**src/rtl/slcd_pkg.sv**
```systemverilog
// ---------------------------------------------------------------------------
// slcd_pkg
// Shared types, codes and sizes for the segment LCD update engine.
// ---------------------------------------------------------------------------
package slcd_pkg;

  localparam int MAX_COMMONS   = 8;
  localparam int SEGMENT_COUNT = 64;
  localparam int MAP_DEPTH     = 64;
  localparam int MAP_IDX_W     = 6;
  localparam int COMMON_IDX_W  = (MAX_COMMONS > 1) ? $clog2(MAX_COMMONS) : 1;
  localparam int CFG_IDX_W     = 2;
  localparam int CFG_DATA_W    = 64;

  // physical segments that exist in a display word
  localparam logic [63:0] SEG_WORD_MASK = (SEGMENT_COUNT >= 64) ? {64{1'b1}} :
                                          ((64'd1 << SEGMENT_COUNT) - 64'd1);

  localparam logic [CFG_IDX_W-1:0] CFG_COMMON_COUNT   = 2'd0;
  localparam logic [CFG_IDX_W-1:0] CFG_VALID_SEGMENTS = 2'd1;
  localparam logic [CFG_IDX_W-1:0] CFG_REMAP_ENABLE   = 2'd2;

  localparam logic [3:0] COMMON_COUNT_RESET = 4'd4;

  typedef enum logic [1:0] {
    FN_MAP_LOAD = 2'd0,
    FN_UPDATE   = 2'd1,
    FN_SYNC     = 2'd2,
    FN_DONE     = 2'd3
  } func_t;

  typedef enum logic [1:0] {
    ST_OK      = 2'd0,
    ST_INVALID = 2'd1,
    ST_LOCKED  = 2'd2
  } status_t;

  typedef struct packed {
    func_t       func;
    logic [2:0]  common_sel;
    logic [63:0] seg_mask;
    logic [63:0] seg_data;
    logic [5:0]  map_index;
    logic [5:0]  map_target;
  } in_req_t;

  typedef struct packed {
    status_t status;
    logic    ready_res;
  } out_rsp_t;

  typedef struct packed {
    logic capture;
    logic sweep_clear;
    logic sweep_run;
    logic commit;
  } dp_cmd_t;

  typedef struct packed {
    logic need_sweep;
    logic sweep_done;
    logic out_free;
  } dp_stat_t;

endpackage

```
**src/rtl/slcd_dp.sv**
```systemverilog
// ---------------------------------------------------------------------------
// slcd_dp
// Datapath: config registers, segment map RAM, display words, sync lock,
// remap accumulator and result register.
// ---------------------------------------------------------------------------
module slcd_dp (
  input  logic                            clk,
  input  logic                            rst_n,
  input  logic                            cfg_we,
  input  logic [slcd_pkg::CFG_IDX_W-1:0]  cfg_index,
  input  logic [slcd_pkg::CFG_DATA_W-1:0] cfg_wdata,
  input  slcd_pkg::in_req_t               in_data,
  input  slcd_pkg::dp_cmd_t               cmd,
  output slcd_pkg::dp_stat_t              stat,
  output logic                            out_valid,
  input  logic                            out_stall,
  output slcd_pkg::out_rsp_t              out_data
);

  logic [3:0]  common_count_r;
  logic [63:0] valid_segments_r;
  logic        remap_enable_r;

  slcd_pkg::in_req_t item_r;

  logic [5:0] map_mem [slcd_pkg::MAP_DEPTH];
  logic [5:0] map_q_r;
  logic [slcd_pkg::MAP_IDX_W:0]   idx_r;
  logic [slcd_pkg::MAP_IDX_W-1:0] pidx_r;
  logic       pvalid_r;
  logic [63:0] pm_r;
  logic [63:0] pd_r;

  logic [slcd_pkg::SEGMENT_COUNT-1:0] words_r [slcd_pkg::MAX_COMMONS];
  logic sync_pending_r;

  logic        out_valid_r;
  slcd_pkg::out_rsp_t out_data_r;

  logic    sel_bad;
  logic    mask_bad;
  slcd_pkg::status_t upd_status;
  slcd_pkg::status_t item_status;
  logic    pending_nxt;
  logic    upd_write;
  logic [63:0] pm;
  logic [63:0] pd;
  logic [slcd_pkg::COMMON_IDX_W-1:0] wsel;
  logic [slcd_pkg::SEGMENT_COUNT-1:0] word_nxt;

  // configuration
  always_ff @(posedge clk) begin
    if (!rst_n) begin
      common_count_r   <= slcd_pkg::COMMON_COUNT_RESET;
      valid_segments_r <= '0;
      remap_enable_r   <= 1'b0;
    end else if (cfg_we) begin
      unique case (cfg_index)
        slcd_pkg::CFG_COMMON_COUNT:   common_count_r   <= cfg_wdata[3:0];
        slcd_pkg::CFG_VALID_SEGMENTS: valid_segments_r <= cfg_wdata;
        slcd_pkg::CFG_REMAP_ENABLE:   remap_enable_r   <= cfg_wdata[0];
        default: ;
      endcase
    end
  end

  always_ff @(posedge clk) begin
    if (cmd.capture) begin
      item_r <= in_data;
    end
  end

  // request checks, in priority order
  always_comb begin
    sel_bad  = ({1'b0, item_r.common_sel} >= common_count_r) ||
               (32'(item_r.common_sel) >= slcd_pkg::MAX_COMMONS);
    mask_bad = |(item_r.seg_mask & ~(valid_segments_r & slcd_pkg::SEG_WORD_MASK));
    priority if (sel_bad || mask_bad) begin
      upd_status = slcd_pkg::ST_INVALID;
    end else if (sync_pending_r) begin
      upd_status = slcd_pkg::ST_LOCKED;
    end else begin
      upd_status = slcd_pkg::ST_OK;
    end
  end

  always_comb begin
    item_status = slcd_pkg::ST_OK;
    pending_nxt = sync_pending_r;
    unique case (item_r.func)
      slcd_pkg::FN_MAP_LOAD: ;
      slcd_pkg::FN_UPDATE:   item_status = upd_status;
      slcd_pkg::FN_SYNC: begin
        if (sync_pending_r) begin
          item_status = slcd_pkg::ST_LOCKED;
        end
        pending_nxt = 1'b1;
      end
      slcd_pkg::FN_DONE:     pending_nxt = 1'b0;
      default: ;
    endcase
  end

  assign upd_write = (item_r.func == slcd_pkg::FN_UPDATE) && (upd_status == slcd_pkg::ST_OK);

  // remap sweep: one map RAM read per cycle, scatter one bit per cycle
  always_ff @(posedge clk) begin
    if (!rst_n) begin
      idx_r    <= '0;
      pvalid_r <= 1'b0;
    end else if (cmd.sweep_clear) begin
      idx_r    <= '0;
      pvalid_r <= 1'b0;
    end else if (cmd.sweep_run) begin
      if (32'(idx_r) < slcd_pkg::MAP_DEPTH) begin
        idx_r    <= idx_r + 1'b1;
        pvalid_r <= 1'b1;
      end else begin
        pvalid_r <= 1'b0;
      end
    end
  end

  always_ff @(posedge clk) begin
    if (cmd.sweep_run) begin
      map_q_r <= map_mem[idx_r[slcd_pkg::MAP_IDX_W-1:0]];
      pidx_r  <= idx_r[slcd_pkg::MAP_IDX_W-1:0];
    end
    if (cmd.commit && (item_r.func == slcd_pkg::FN_MAP_LOAD)) begin
      map_mem[item_r.map_index] <= item_r.map_target;
    end
  end

  always_ff @(posedge clk) begin
    if (cmd.sweep_clear) begin
      pm_r <= '0;
      pd_r <= '0;
    end else if (cmd.sweep_run && pvalid_r && item_r.seg_mask[pidx_r] &&
                 (32'(map_q_r) < slcd_pkg::SEGMENT_COUNT)) begin
      pm_r[map_q_r] <= 1'b1;
      pd_r[map_q_r] <= pd_r[map_q_r] | item_r.seg_data[pidx_r];
    end
  end

  // read-modify-write of the addressed display word
  always_comb begin
    pm       = remap_enable_r ? pm_r : item_r.seg_mask;
    pd       = remap_enable_r ? pd_r : item_r.seg_data;
    pm       = pm & slcd_pkg::SEG_WORD_MASK;
    wsel     = item_r.common_sel[slcd_pkg::COMMON_IDX_W-1:0];
    word_nxt = (words_r[wsel] & ~pm[slcd_pkg::SEGMENT_COUNT-1:0]) |
               (pm[slcd_pkg::SEGMENT_COUNT-1:0] & pd[slcd_pkg::SEGMENT_COUNT-1:0]);
  end

  always_ff @(posedge clk) begin
    if (!rst_n) begin
      for (int i = 0; i < slcd_pkg::MAX_COMMONS; i++) begin
        words_r[i] <= '0;
      end
      sync_pending_r <= 1'b0;
    end else if (cmd.commit) begin
      if (upd_write) begin
        words_r[wsel] <= word_nxt;
      end
      sync_pending_r <= pending_nxt;
    end
  end

  // result register
  always_ff @(posedge clk) begin
    if (!rst_n) begin
      out_valid_r <= 1'b0;
    end else if (cmd.commit) begin
      out_valid_r <= 1'b1;
    end else if (!out_stall) begin
      out_valid_r <= 1'b0;
    end
  end

  always_ff @(posedge clk) begin
    if (cmd.commit) begin
      out_data_r.status    <= item_status;
      out_data_r.ready_res <= ~pending_nxt;
    end
  end

  assign stat.need_sweep = upd_write && remap_enable_r;
  assign stat.sweep_done = (32'(idx_r) == slcd_pkg::MAP_DEPTH) && !pvalid_r;
  assign stat.out_free   = !out_valid_r || !out_stall;
  assign out_valid       = out_valid_r;
  assign out_data        = out_data_r;

endmodule

```
**src/rtl/slcd_ctrl.sv**
```systemverilog
// ---------------------------------------------------------------------------
// slcd_ctrl
// Sequencer: take a request, check it, sweep the map if remapped, commit.
// ---------------------------------------------------------------------------
module slcd_ctrl (
  input  logic               clk,
  input  logic               rst_n,
  input  logic               in_valid,
  output logic               in_stall,
  input  slcd_pkg::dp_stat_t stat,
  output slcd_pkg::dp_cmd_t  cmd
);

  typedef enum logic [1:0] {
    S_IDLE,
    S_CHECK,
    S_SWEEP,
    S_COMMIT
  } state_t;

  state_t state_r;
  logic   in_stall_r;

  always_comb begin
    cmd.capture     = (state_r == S_IDLE) && in_valid;
    cmd.sweep_clear = (state_r == S_CHECK) && stat.need_sweep;
    cmd.sweep_run   = (state_r == S_SWEEP);
    cmd.commit      = (state_r == S_COMMIT) && stat.out_free;
  end

  always_ff @(posedge clk) begin
    if (!rst_n) begin
      state_r    <= S_IDLE;
      in_stall_r <= 1'b0;
    end else begin
      unique case (state_r)
        S_IDLE: begin
          if (in_valid) begin
            state_r    <= S_CHECK;
            in_stall_r <= 1'b1;
          end
        end
        S_CHECK: begin
          state_r <= stat.need_sweep ? S_SWEEP : S_COMMIT;
        end
        S_SWEEP: begin
          if (stat.sweep_done) begin
            state_r <= S_COMMIT;
          end
        end
        S_COMMIT: begin
          // hold until the result register can take the result
          if (stat.out_free) begin
            state_r    <= S_IDLE;
            in_stall_r <= 1'b0;
          end
        end
        default: state_r <= S_IDLE;
      endcase
    end
  end

  assign in_stall = in_stall_r;

endmodule

```
**src/rtl/segment_lcd_update_engine_top.sv**
```systemverilog
// ---------------------------------------------------------------------------
// segment_lcd_update_engine_top: an accepted request passes the check and commit states, and a remapped
// update also the map RAM sweep (one entry read per cycle over 64 entries), before its result is
// registered. One request is in flight at a time. A waiting result does not block entry.
// Reset (rst_n, synchronous): display words and sync lock cleared, config to defaults.
// ---------------------------------------------------------------------------
module segment_lcd_update_engine_top (
  input  logic                            clk,
  input  logic                            rst_n,
  input  logic                            in_valid,
  output logic                            in_stall,
  input  slcd_pkg::in_req_t               in_data,
  output logic                            out_valid,
  input  logic                            out_stall,
  output slcd_pkg::out_rsp_t              out_data,
  input  logic                            cfg_we,
  input  logic [slcd_pkg::CFG_IDX_W-1:0]  cfg_index,
  input  logic [slcd_pkg::CFG_DATA_W-1:0] cfg_wdata
);

  slcd_pkg::dp_cmd_t  cmd;
  slcd_pkg::dp_stat_t stat;

  slcd_ctrl u_ctrl (
    .clk      (clk),
    .rst_n    (rst_n),
    .in_valid (in_valid),
    .in_stall (in_stall),
    .stat     (stat),
    .cmd      (cmd)
  );

  slcd_dp u_dp (
    .clk       (clk),
    .rst_n     (rst_n),
    .cfg_we    (cfg_we),
    .cfg_index (cfg_index),
    .cfg_wdata (cfg_wdata),
    .in_data   (in_data),
    .cmd       (cmd),
    .stat      (stat),
    .out_valid (out_valid),
    .out_stall (out_stall),
    .out_data  (out_data)
  );

`ifndef NO_ASSERTIONS
  // one request in flight at a time
  a_single_accept: assert property (@(posedge clk) disable iff (!rst_n)
    (in_valid && !in_stall) |=> in_stall)
    else $error("second request accepted while busy");

  // a commit never overwrites a result still waiting
  a_commit_free: assert property (@(posedge clk) disable iff (!rst_n)
    cmd.commit |-> (!out_valid || !out_stall))
    else $error("result register overwritten");

  // a locked result always reports the lock still set
  a_locked_ready: assert property (@(posedge clk) disable iff (!rst_n)
    (out_valid && (out_data.status == slcd_pkg::ST_LOCKED)) |-> !out_data.ready_res)
    else $error("locked status with ready set");
`endif

endmodule

```
**config.mk**
```make
export PLATFORM = sky130hd
export DESIGN_NAME = segment_lcd_update_engine_top
export DESIGN_NICKNAME = d
export VERILOG_FILES = /design/src/rtl/slcd_pkg.sv /design/src/rtl/slcd_dp.sv /design/src/rtl/slcd_ctrl.sv /design/src/rtl/segment_lcd_update_engine_top.sv
export SDC_FILE = /design/constraint.sdc
export NUM_CORES = 1
export LEC_CHECK = 0
export ABC_AREA = 1
export ABC_CLOCK_PERIOD_IN_PS = 2930
export BUFFER_PORTS_ARGS = -buffer_cell sky130_fd_sc_hd__buf_2
export CAP_MARGIN = 15
export CORE_UTILIZATION = 49
export DETAILED_ROUTE_END_ITERATION = 10
export PLACE_DENSITY = 0.79
export SYNTH_ARGS = -nofsm -noshare
export SYNTH_HDL_FRONTEND = slang
export SYNTH_HIERARCHICAL = 1
export SYNTH_SLANG_ARGS = --single-unit
```
**constraint.sdc**
```tcl
create_clock -name clk -period 2.93 [get_ports clk]
set_clock_uncertainty 0.1 [all_clocks]
set_input_delay 0.586 -clock clk [delete_from_list [all_inputs] [get_ports clk]]
set_output_delay 0.586 -clock clk [all_outputs]
set_load 0.02 [all_outputs]
```
# Word-level counts from Yosys, hierarchy flattened
# Cells that the tools add are included.
[word_totals]
word_cells = 72
out_inout_bits = 5
inputBits = 216
ff_bits = 154
[op_classes]
n_mux = 15
n_eq_ne = 13
reduce_logical = 23
magnitude_cmp = 2
n_addsub = 1
n_bitwise = 4
[op_table]
columns = ["operator", "count"]
rows = [
  ["$and A64 B64 Y64", 1],
  ["$not A64 Y64", 1],
  ["$reduce_or A64 Y1", 1],
  ["$eq A2 B2 Y1 const B", 5],
  ["$mux W2", 5],
  ["$pmux W2 S4", 1],
  ["$reduce_and A2 Y1", 4],
  ["$add A7 B1 Y7 const B", 1],
  ["$eq A7 B7 Y1 const B", 1],
  ["$lt A7 B7 Y1 const B", 1],
  ["$eq A2 B1 Y1 const B", 3],
  ["$logic_and A1 B1 Y1", 6],
  ["$logic_not A2 Y1", 3],
  ["$mux W1", 6],
  ["$ne A2 B1 Y1 const B", 3],
  ["$reduce_and A3 Y1", 2],
  ["$ge A3 B4 Y1", 1],
  ["$pmux W1 S2", 2],
  ["$pmux W2 S2", 1],
  ["$logic_not A1 Y1", 3],
  ["$logic_or A1 B1 Y1", 2],
  ["$ne A2 B2 Y1 const B", 1],
  ["$not A1 Y1", 2],
  ["$reduce_bool A2 Y1", 1],
  ["$reduce_or A2 Y1", 1],
]

# Logic depth before layout (Yosys ltp)
# Gate-level depths: netlist (run 1).
[logic_depth]
depth_word = 10
depth_mapped = 15
depth_no_buf = 15

# Cells and area by module
# Netlist (run 1), hierarchy kept.
[modules_own_cells]
columns = ["mod", "area_per_inst_um2", "instances", "seq_area_each_um2", "cells_each"]
rows = [
  ["slcd_dp", 5736.8, 1, 3743.6, 596],
  ["slcd_ctrl", 279.0, 1, 60.1, 43],
]

# Worst setup path before layout (run 1)
# OpenSTA, ideal clock, no wires.
[synth_timing]
path_type = "register -> register"
startpoint = "reg u_ctrl.state_r[0]"
endpoint = "reg u_dp/item_r[100] (netlist bit) (enable)"
synth_period_minus_slack_ps = 2566
path_slack_ps = 364
arrival_ps = 2043
path_buffers = 0
required_time_ps = 2407
path_stages_with_launch = 5
setup_ps = 423
cell_sequence = "dfxtp_1 > inv_1 > ha_1 > nand2_1 > inv_1"
[synth_lines]
columns = ["element", "line_no", "source"]
rows = [
  ["start, declared", "slcd_ctrl.sv:21", "state_t state_r;"],
  ["start signal, assigned", "slcd_ctrl.sv:44", "state_r <= stat.need_sweep ? S_SWEEP : S_COMMIT;"],
  ["end signal, assigned", "slcd_dp.sv:69", "item_r <= in_data;"],
  ["end, declared", "slcd_dp.sv:24", "slcd_pkg::in_req_t item_r;"],
]

==> key figures, run 1 <==
Outcome
  – Outcome: complete, no violations

Global route
  – Total global-route track usage: 20.8%
  – First-pass GRT wire length: 19700 um
  – Vias in the first global route: ~4300
  – Largest net degree at the start of global routing: 70
  – Aggregate global routing overflow: 0
  – Initial antenna violation count: 2

STA
  – Fin crit share: 69.7%
  – Relative slew margins: 63.8%
  – Fin. Hold Viols: 0
  – Setup TNS Final: 0 ns
  – Hold_ws: about 0.24 ns
  – RSZ-0062 raised after global routing: no
  – Final setup violation count: 0
  – Worst Tran Pin Value: around 0.54 ns
  – Final worst path period need: about 2 ns
  – Fmax: 490 MHz
  – Slew Viols, Final: 0

Finish
  – Commonest non-fill, non-tap cell in the layout: buf_2
  – Layout Nets: slightly above 1000
  – Final instance area: ~0.0075 mm^2
  – Non-Filler Instances: between 900 and 1000
  – Commonest cells after routing, fill and taps aside: buf_2, inv_1, nand2_1, dfxtp_1, o21ai_0
  – Synth-to-Final Area Change: 24.4%
  – Sequential cell area: ~0.0038 mm^2
  – Fill cell count: just over 1000
  – Multi-input logic area: approximately 0.0017 mm^2
  – Layout cells sized above 1: a little under a quarter

Synthesis
  – Mapped Avg Cell Area: about 9.4 um^2
  – Synth top area share: about 36%
  – Synth area leader: edfxtp_1
  – Synth Net Count: ~870
  – Synth top area cells: edfxtp_1, dfxtp_1, inv_1
  – Synth warn: 6
  – Ys async rst share: 0%
  – Top_reg_cell synth: dfxtp_1
  – FF+latch count, synth: between 150 and 200
  – Mapped Cells: 639
  – Sequential area share after synthesis: between 60% and 70%
  – Post-synthesis cell type count: 25
  – Post-Syn Area: about 0.0060 mm^2
  – Post-synth EDFFs: approximately 70

Clock tree
  – Clock tree sinks: roughly 150
  – Num CTS Buffers: 17
  – Clock tree buffer depth: 2
  – H-tree depth: 4
  – TritonCTS clock tree: done
  – Post-CTS setup buffer count: 0
  – Clock Pin Slew Worst Setup and Hold Paths: around 0.060 ns
  – CTS root buf: clkbuf_16
  – CTS Hold Bufs: 0
  – CTS resizes: 0
  – Worst-Skew Late Latency: 0.42 ns

Setup path
  – Worst EP required: around 3.2 ns
  – CP Launch Point: u_dp/wsel[1]
  – WS Path Type: flop to flop
  – Setup crit end kind: flop
  – CP arrival: between 2 and 2.5 ns
  – Worst R2R Start: u_dp/wsel[1]
  – Worst-path maximum fanout: 5
  – Critical path startpoint category: flop

Placed design
  – Routability cong.: just under 0.8
  – Cell area after placement: about 0.007 mm^2
  – Hpwl dp: about 8400 um
  – IO buf count: about 140
  – Placed cell count: around 910

Floorplan
  – Chip width: between 100 and 150 um
  – Placement Rows: 40
  – Std-Cell Core Area: about 0.012 mm^2
  – Initial Util: 50.1%
  – Die Span Y: between 100 and 150 um
  – Die area: about 0.013 mm^2
  – Boundary pin count: 221

Drt
  – Final ANT Viol Nets: 0
  – First DRT Iteration DRCs: roughly 220
  – Post-Route WL: between 10000 and 15000 um
  – Remaining DRCs: 0
  – Number of detailed-route iterations in the first pass: 4
  – WL/cell: roughly 13 um
  – Avg Vias per Cell: 4.73
  – Via count: between 4000 and 5000

Job
  – Max Cap Viol: 0

Pwr
  – Pwr Density: 765 mW/mm^2
  – LEAKAGE: ~3.3 nW
  – Worst VDD drop: ~0.00046 V

Min path
  – Worst min path class: input pin to flop
  – Worst hold start: in_data[140]
[report_power, final]
part / switching (mW) / internal [mW] / total (mW)
Combinational: 0.513 / 0.299 / 0.812
Clock: 0.806 / 1.37 / 2.18
Sequential: 0.0996 / 2.63 / 2.73
[per-stage QoR]
step	worst slack (ns)	total power, mW	util, %
floorplan	0.364	3.31	-
global placement	0.847	3.55	57.4
detailed placement	0.815	3.59	57.4
CTS	0.893	5.79	62.3
global route	0.578	6.01	62.3
finish	0.888	5.72	62.3
[worst max-delay path, stage by stage (launching register included)]
cell and delay [ns]:
edfxtp_1 0.38, ha_1 0.28, o21ai_0 0.07, nand2_1 0.06
nand2_1 0.04, a21oi_1 0.20, nor2_2 0.08, nand3_2 0.09
nor2_1 0.06, nand2_1 0.06, inv_1 0.04, nor2_2 0.19
inv_1 0.12, nor3_1 0.18
[sequential cells by signal (all words and copies together) (netlist names), 2 cells and up]
signal	flops
u_dp/valid_segments_r	64
u_dp/idx_r	7
u_dp/wsel	3
u_dp/item_r	66
u_dp/common_count_r	4
u_ctrl/state_r	2
u_dp/out_data	3
[worst paths after layout]
kind                                    end  slack (ns)  depth (start not counted)
setup / recovery              u_dp/idx_r[4]        0.89                         13
hold / removal                 u_dp/wsel[0]        0.24                          1
setup reg to reg              u_dp/idx_r[4]        0.89                         13
hold reg to reg   u_dp/valid_segments_r[17]        0.35                          2
[layout make-up]
class	count	area share (%)
sequential	154	50.8
inverter	116	5.82
timing repair buffer	148	10.4
multi-input combinational	349	22.6
clock buffer	23	6.25
antenna	2	0.0669
tap	147	2.46
clock inverter	9	1.60
[kinds of logic after synthesis]
| group | synth area share [%] |
|---|---|
| AND/OR/NAND/NOR | 12.6 |
| buffers and inverters | 8.76 |
| adder cells (fa/ha/maj) | 2.50 |
| flip-flops | 63.2 |
| AO/OA/AOI/OAI | 12.9 |
[Yosys cell counts (7+ instances only)]
cell type and number:
buf_2 7, clkbuf_1 11, o21ai_0 80, edfxtp_1 72, nand2_1 101, inv_1 116, ha_1 12, nand3_1 7
a21oi_1 61, o21ai_1 8, dfxtp_1 82, nor2_1 57
[layer usage]
layer / wire length (um) / global-route usage [%]
met3: 605 / 6.21
met1: 5370 / 23.9
met4: 237 / 10.6
met2: 6100 / 35.2
met5: 0 / 0
(Power assumes the default switching activity.)
==> run 2, diff against run 1 <==
- ABC_CLOCK_PERIOD_IN_PS: 2930 -> 2000
- clock period: 2.93 -> 2 ns (I/O delays scaled with it)
==> run 2 against run 1 <==
Effect of this change: total power up 54%; non-clock buffer count up 8; worst setup slack worse by 0.78 ns; core utilization up 1.4 points; sequential share of layout area down 1.1 points; sequential power up 47%; flip-flop and latch count unchanged; register-to-register slack worse by 0.78 ns; count of clock-buffer cells in the layout down 5.
==> key figures, run 2 (synthesis results as in run 1) <==
STA
  – RSZ-0062 raised after global routing: yes
  – Final worst path period need: 1.90 ns (-0.145 ns)
  – Fin crit share: 94.8% (+25 points)
  – Final setup violation count: 0 (unchanged)
  – Slew Viols, Final: 0 (unchanged)
  – Setup TNS Final: 0 ns (unchanged)
  – Worst Tran Pin Value: 0.359 ns (-0.183 ns)
  – Fmax: 527 MHz (+7.7%)
  – Fin. Hold Viols: 0 (unchanged)
  – Relative slew margins: 76.0% (+12 points)

Clock tree
  – Clock tree buffer depth: 2 (unchanged)
  – CTS root buf: clkbuf_16
  – Worst-Skew Late Latency: 0.42 ns (about the same)
  – Num CTS Buffers: 17 (unchanged)
  – Clock tree sinks: 154 (unchanged)
  – H-tree depth: 4 (unchanged)
  – CTS Hold Bufs: 0 (unchanged)
  – Clock Pin Slew Worst Setup and Hold Paths: 0.06 ns (about the same)
  – TritonCTS clock tree: done

Setup path
  – Reg2Reg Setup Slack: 0.10 ns (-0.78 ns)
  – Worst-path maximum fanout: 5 (unchanged)
  – Worst EP required: 2.24 ns (-0.93 ns)
  – Slowest CP cell: edfxtp_1
  – Setup crit end kind: flop
  – Crit-path cells: ha_1 -> o21ai_1 -> nand2_1 -> nand2_1 -> a21oi_2 -> nor2_2 -> nand3_2 -> nor2_2 -> nand2_1 -> inv_2 -> nor2_4 -> inv_2 -> nor3_1
  – WS Path Type: flop to flop
  – Worst path max stage delay: 0.37 ns (about the same)
  – CP arrival: 2.13 ns (-0.15 ns)
  – Critical path startpoint category: flop
  – Top cell by count, worst path: nand2_1

Drt
  – Final ANT Viol Nets: 0 (unchanged)
  – Number of detailed-route iterations in the first pass: 4 (unchanged)
  – Post-Route WL: 12300 um (-0.37%)
  – Remaining DRCs: 0 (unchanged)
  – Avg Vias per Cell: 4.71 (-0.42%)
  – WL/cell: 12.8 um (-1.1%)
  – First DRT Iteration DRCs: 256 (+19%)
  – Via count: 4497 (+0.31%)

Pwr
  – Pwr Density: 1150 mW/mm^2 (+51%)
  – Int Pwr: 6.69 mW (+55%)
  – Sequential power share: 45.3% (-2.4 points)
  – NetSw: 2.16 mW (+52%)
  – Final total power: 8.84 mW (+54%)
  – Worst VDD drop: 0.000959 V (+110%)
  – Combinational share of power: 14.6% (+0.4 points)
  – Switching share of power: 24.4% (-0.38 points)
  – LEAKAGE: 3.38 nW (+2.2%)
  – Clock share of power: 40.1% (+2.0 points)

Placed design
  – IO buf count: 144 (unchanged)
  – Routability cong.: 0.808 (+4.0%)
  – Hpwl dp: 8760 um (+3.8%)
  – Cell area after placement: 0.00697 mm^2 (+1.1%)

Outcome
  – Outcome: complete, no violations

Finish
  – Synth-to-Final Area Change: 27.3%
  – Layout cells sized above 1: 26.5% (+3.1 points)
  – Layout Nets: 1022 (+0.79%)
  – Leading registers by flop count: u_dp/item_r (66), u_dp/valid_segments_r (64), u_dp/idx_r (7)
  – Max FFs per register: 66 (unchanged)
  – Commonest non-fill, non-tap cell in the layout: buf_2
  – Most flops, register: u_dp/item_r
  – Final instance area: 0.00766 mm^2 (+2.3%)
  – Fill cell count: 1006 (-1.7%)
  – Commonest cells after routing, fill and taps aside: buf_2, inv_1, nand2_1, dfxtp_1, o21ai_0

Global route
  – Aggregate global routing overflow: 0 (unchanged)
  – First-pass GRT wire length: 19900 um (+0.70%)
  – Initial antenna violation count: 1 (-1)
  – Vias in the first global route: 4341 (+1.2%)
  – Total global-route track usage: 20.7% (-0.032 points)
  – Largest net degree at the start of global routing: 41 (-41%)

Job
  – Max Cap Viol: 0 (unchanged)

Floorplan
  – Boundary pin count: 221 (unchanged)
  – Initial Util: 50.1% (unchanged)
  – Die Span Y: 113 um (unchanged)
  – Std-Cell Core Area: 0.0120 mm^2 (unchanged)
  – Chip width: 113 um (unchanged)
  – Placement Rows: 40 (unchanged)
  – Die area: 0.0127 mm^2 (unchanged)

Min path
  – Worst min path class: input pin to flop
[run 2: cell count changes in the layout (fill, tap and decap cells not counted), moves of 3 or more]
| cell | previous run | this run |
|---|---|---|
| inv_2 | 1 | 4 |
| a21oi_2 | 2 | 5 |
| clkinv_1 | 3 | 0 |
| a21oi_1 | 61 | 58 |
| clkbuf_1 | 4 | 1 |
| bufinv_16 | 3 | 6 |
| inv_1 | 115 | 111 |
| buf_4 | 2 | 10 |
| clkinv_2 | 2 | 6 |
[run 2: stage by stage]
step / hold slack, ns / utilization [%] / std cells / setup WS (ns)
final: 0.0526 / 63.8 / 955 / 0.103
after global routing: 0.0265 / 63.8 / 955 / -0.0454
after CTS: 0.0348 / 63.6 / 953 / 0.0139
after detailed placement: 0.342 / 58.0 / 921 / -0.0282
after global placement: 0.338 / 58.0 / 921 / 0.00384
after floorplan: 0.322 / - / 639 / -0.119
[run 2: cell type report]
class,count,area [um^2],area share (%)
antenna,1,2.50,0.0327
sequential,154,3810,49.7
clock inverter,14,228,2.97
timing repair buffer,156,836,10.9
tap,147,184,2.40
clock buffer,18,429,5.60
inverter,116,439,5.73
multi-input combinational,349,1730,22.6
[run 2: layer usage]
metal | routed length, um | up-vias | share of wire [%] | global-route usage, %
li1 | - | 2365 | - | -
met5 | 0 | - | 0 | 0
met3 | 534 | 10 | 4.4 | 6.37
met1 | 5560 | 2011 | 45 | 25.0
met2 | 6020 | 111 | 49 | 35.4
met4 | 145 | 0 | 1.2 | 7.02
[run 2: path summary, 6_finish.rpt]
path | to | cells past startpoint | startpoint
worst max-delay path | u_dp/idx_r[4] | 13 | u_dp/wsel[1]
worst min-delay path | u_dp/item_r[138] | 1 | in_data[138]
worst max register to register | u_dp/idx_r[4] | 13 | u_dp/wsel[1]
worst min register to register | u_dp/valid_segments_r[18] | 2 | u_dp/valid_segments_r[18]
[run 2: worst max-delay path: cells and delay by family (launching register included)]
family,cells,cell delay (ns)
compound gates,2,0.21
simple gates,8,0.72
flops,1,0.37
fa+ha+maj,1,0.28
buf+inv,2,0.12
[run 2: timing repair]
action | CTS | global route
buffers inserted | 0 | 1
setup endpoints to repair | 2 | 9
pin swaps | 1 | 8
resized for setup | 2 | 8
[run 2: power by group through the flow]
stage | Combinational (mW) | Clock [mW] | Sequential (mW)
2_1_floorplan | 0.819 | 0 | 4.07
3_3_place_gp | 1.24 | 0 | 4.06
3_5_place_dp | 1.28 | 0 | 4.07
4_1_cts | 1.29 | 3.61 | 4.01
5_1_grt | 1.47 | 3.75 | 4.05
6_report | 1.29 | 3.55 | 4.01
==> run 3, diff against run 2 <==
- CORE_ASPECT_RATIO: default -> 1.5
- PLACE_DENSITY: 0.79 -> 0.8
- REMOVE_ABC_BUFFERS: default -> 1
- SYNTH_HIERARCHICAL: 1 -> default
==> run 3 against run 2 <==
Effect of this change: sequential power is essentially flat; synthesized cell count down 3.4%; clock power down 8.7%; die area is 0.97% lower; worst setup slack gained 0.0044 ns; register-to-register slack hardly changed; via count down 0.44%; maximum frequency up 0.23%; design area decreased by 2.3%; critical path type unchanged; largest cell class unchanged; largest power group unchanged.
==> key figures, run 3 <==
Pwr
  – Switching share of power: 25.2% (+0.77 points)
  – Int Pwr: 6.31 mW (-5.6%)
  – NetSw: 2.12 mW (-1.6%)
  – Pwr Density: 1130 mW/mm^2 (-2.4%)
  – Final total power: 8.43 mW (-4.7%)
  – LEAKAGE: 3.27 nW (-3.5%)
  – Combinational share of power: 13.9% (-0.7 points)
  – Clock share of power: 38.4% (-1.7 points)
  – Sequential power share: 47.7% (+2.4 points)
  – Worst VDD drop: 0.000738 V (-23%)

Floorplan
  – Die area: 0.0126 mm^2 (-0.97%)
  – Std-Cell Core Area: 0.0117 mm^2 (-3.0%)
  – Initial Util: 51.1% (+1.0 points)
  – Boundary pin count: 221 (unchanged)
  – Die Span Y: 137 um (+21%)
  – Placement Rows: 48 (+20%)
  – Chip width: 92.0 um (-18%)

Global route
  – GRT busiest layer: met2
  – Vias in the first global route: 4490 (+3.4%)
  – Total global-route track usage: 20.1% (-0.68 points)
  – Met2 global-route usage: 36.1% (+0.72 points)
  – First-pass GRT wire length: 19700 um (-0.94%)
  – Met3 Use GR: 4.44% (-1.9 points)
  – Largest net degree at the start of global routing: 87 (+110%)
  – Aggregate global routing overflow: 0 (unchanged)
  – Initial antenna violation count: 1 (unchanged)
  – Grt met1 use: 22.8% (-2.2 points)

Drt
  – WL/cell: 13.4 um (+4.0%)
  – Number of detailed-route iterations in the first pass: 5 (+1)
  – Via count: 4477 (-0.44%)
  – Remaining DRCs: 0 (unchanged)
  – First DRT Iteration DRCs: 200 (-22%)
  – Avg Vias per Cell: 4.82 (+2.3%)
  – Post-Route WL: 12400 um (+1.2%)
  – Final ANT Viol Nets: 0 (unchanged)

Setup path
  – Critical path startpoint category: flop
  – Reg2Reg Setup Slack: 0.11 ns (about the same)
  – Worst EP required: 2.17 ns (-0.07 ns)
  – Worst-path maximum fanout: 8 (+3)
  – WS Path Type: flop to flop
  – Setup crit end kind: flop
  – CP arrival: 2.07 ns (-0.06 ns)

Finish
  – Ant. Diodes: 0 (-1)
  – Commonest cells after routing, fill and taps aside: buf_2, nand2_1, inv_1, dfxtp_1, o21ai_0
  – Layout Nets: 993 (-2.8%)
  – Sequential cell area: 0.00380 mm^2 (about the same)
  – Final Util: 64.2% (+0.44 points)
  – Most flops, register: u_dp.item_r
  – Fill cell count: 961 (-4.5%)
  – Max FFs per register: 66 (unchanged)
  – Multi-input logic area: 0.00167 mm^2 (-3.6%)
  – Leading registers by flop count: u_dp.item_r (66), u_dp.valid_segments_r (64), u_dp.idx_r (7)
  – Layout cells sized above 1: 25.2% (-1.4 points)
  – Commonest non-fill, non-tap cell in the layout: buf_2
  – Synth-to-Final Area Change: 25.7%

Clock tree
  – Clock Pin Slew Worst Setup and Hold Paths: 0.06 ns (about the same)
  – Worst-Skew Late Latency: 0.40 ns (-0.02 ns)
  – Clock tree buffer depth: 2 (unchanged)
  – CTS Hold Bufs: 0 (unchanged)
  – H-tree depth: 4 (unchanged)
  – CTS root buf: clkbuf_16
  – TritonCTS clock tree: done
  – Clock tree sinks: 154 (unchanged)
  – Num CTS Buffers: 17 (unchanged)

Synthesis
  – Mapped Avg Cell Area: 9.65 um^2 (+2.5%)
  – Post-synthesis cell type count: 30 (+20%)
  – Most frequent cell after synthesis: nand2_1
  – Synth area leader: edfxtp_1
  – Top_reg_cell synth: dfxtp_1
  – Post-Syn Area: 0.00595 mm^2 (-1.1%)
  – Synth top area cells: edfxtp_1, dfxtp_1, nand2_1
  – FF+latch count, synth: 154 (unchanged)
  – Mapped Cells: 617 (-3.4%)
  – Top cells by count, synth: nand2_1, inv_1, dfxtp_1, o21ai_0, edfxtp_1
  – Synth warn: 0 (-6)
  – Post-synth EDFFs: 72 (unchanged)
  – Ys async rst share: 0% (unchanged)
  – Sequential area share after synthesis: 63.9% (+0.68 points)
  – Synth top area share: 36.3% (+0.39 points)

STA
  – Slew Viols, Final: 0 (unchanged)
  – RSZ-0062 raised after global routing: yes
  – Fin crit share: 94.6% (-0.22 points)
  – Fin. Hold Viols: 0 (unchanged)
  – Hold_ws: 0.0672 ns (+0.0146 ns)
  – Relative slew margins: 73.7% (-2.4 points)
  – Fmax: 528 MHz (+0.23%)
  – Final worst path period need: 1.89 ns (-0.00441 ns)
  – Final setup violation count: 0 (unchanged)
  – Worst Tran Pin Value: 0.392 ns (+0.0322 ns)

Min path
  – Worst min path class: input pin to flop

Job
  – Max Cap Viol: 0 (unchanged)

Outcome
  – Outcome: complete, no violations

Placed design
  – IO buf count: 144 (unchanged)
  – Routability cong.: 0.773 (-4.3%)
  – Hpwl dp: 8650 um (-1.2%)
[run 3: worst paths after layout]
path,startpoint,end,depth (start not counted)
max,u_dp.wsel[1],u_dp.idx_r[6],9
min,in_data[101],u_dp.item_r[101],1
max reg2reg,u_dp.wsel[1],u_dp.idx_r[6],9
min reg2reg,u_dp.valid_segments_r[56],u_dp.valid_segments_r[56],2
[run 3: worst max-delay path: stages, from the launching register on]
cell	delay (ns)
edfxtp_1	0.37
ha_1	0.30
inv_1	0.06
nor2_1	0.03
o211ai_1	0.15
nand3_1	0.12
nor2_2	0.12
nand4_2	0.13
o21ai_4	0.30
a21oi_1	0.07
[run 3: stage by stage]
| stage | worst slack (ns) | area [um^2] | instances | setup TNS (ns) |
|---|---|---|---|---|
| 2_1_floorplan | -0.503 | 5860 | 596 | -35.10 |
| 3_3_place_gp | 0.157 | 6850 | 896 | 0 |
| 3_5_place_dp | 0.0951 | 6850 | 896 | 0 |
| 4_1_cts | 0.0759 | 7460 | 928 | 0 |
| 5_1_grt | -0.0528 | 7480 | 929 | -0.324 |
| 6_report | 0.108 | 7480 | 929 | 0 |
[run 3: final cells by class]
class	count	area share [%]
Clock buffer	18	5.87
Clock inverter	14	2.29
Inverter	105	5.29
Multi-Input combinational cell	337	22.3
Sequential cell	154	50.9
Tap cell	150	2.51
Timing Repair Buffer	151	10.8
[run 3: logic make-up (layout without fill, tap and decap cells)]
family	Yosys count	count (layout)	share of synthesized area (%)
compound gates	154	154	13.4
xor+xnor	4	4	0.589
fa+ha+maj	11	11	2.31
buf+inv	126	288	8.22
flops	154	154	63.9
simple gates	168	168	11.6
[run 3: layer usage]
layer / up-vias / wire length [um]
li1: 2300 / -
met4: 2 / 267
met2: 111 / 6520
met1: 2037 / 5050
met5: - / 14
met3: 27 / 560
[run 3: power by group through the flow]
stage               Clock (mW)  Sequential (mW)  Combinational [mW]
floorplan                    0             4.08               0.723
CTS                       3.31             4.02                1.18
global placement             0             4.06                1.11
finish                    3.24             4.02                1.17
global route              3.42             4.07                1.34
detailed placement           0             4.09                1.17
[run 3: repair_timing]
action | 4_1_cts | 5_1_grt
setup buffers | 0 | 1
endpoints found under the setup margin | 0 | 9
resized for setup | 0 | 4
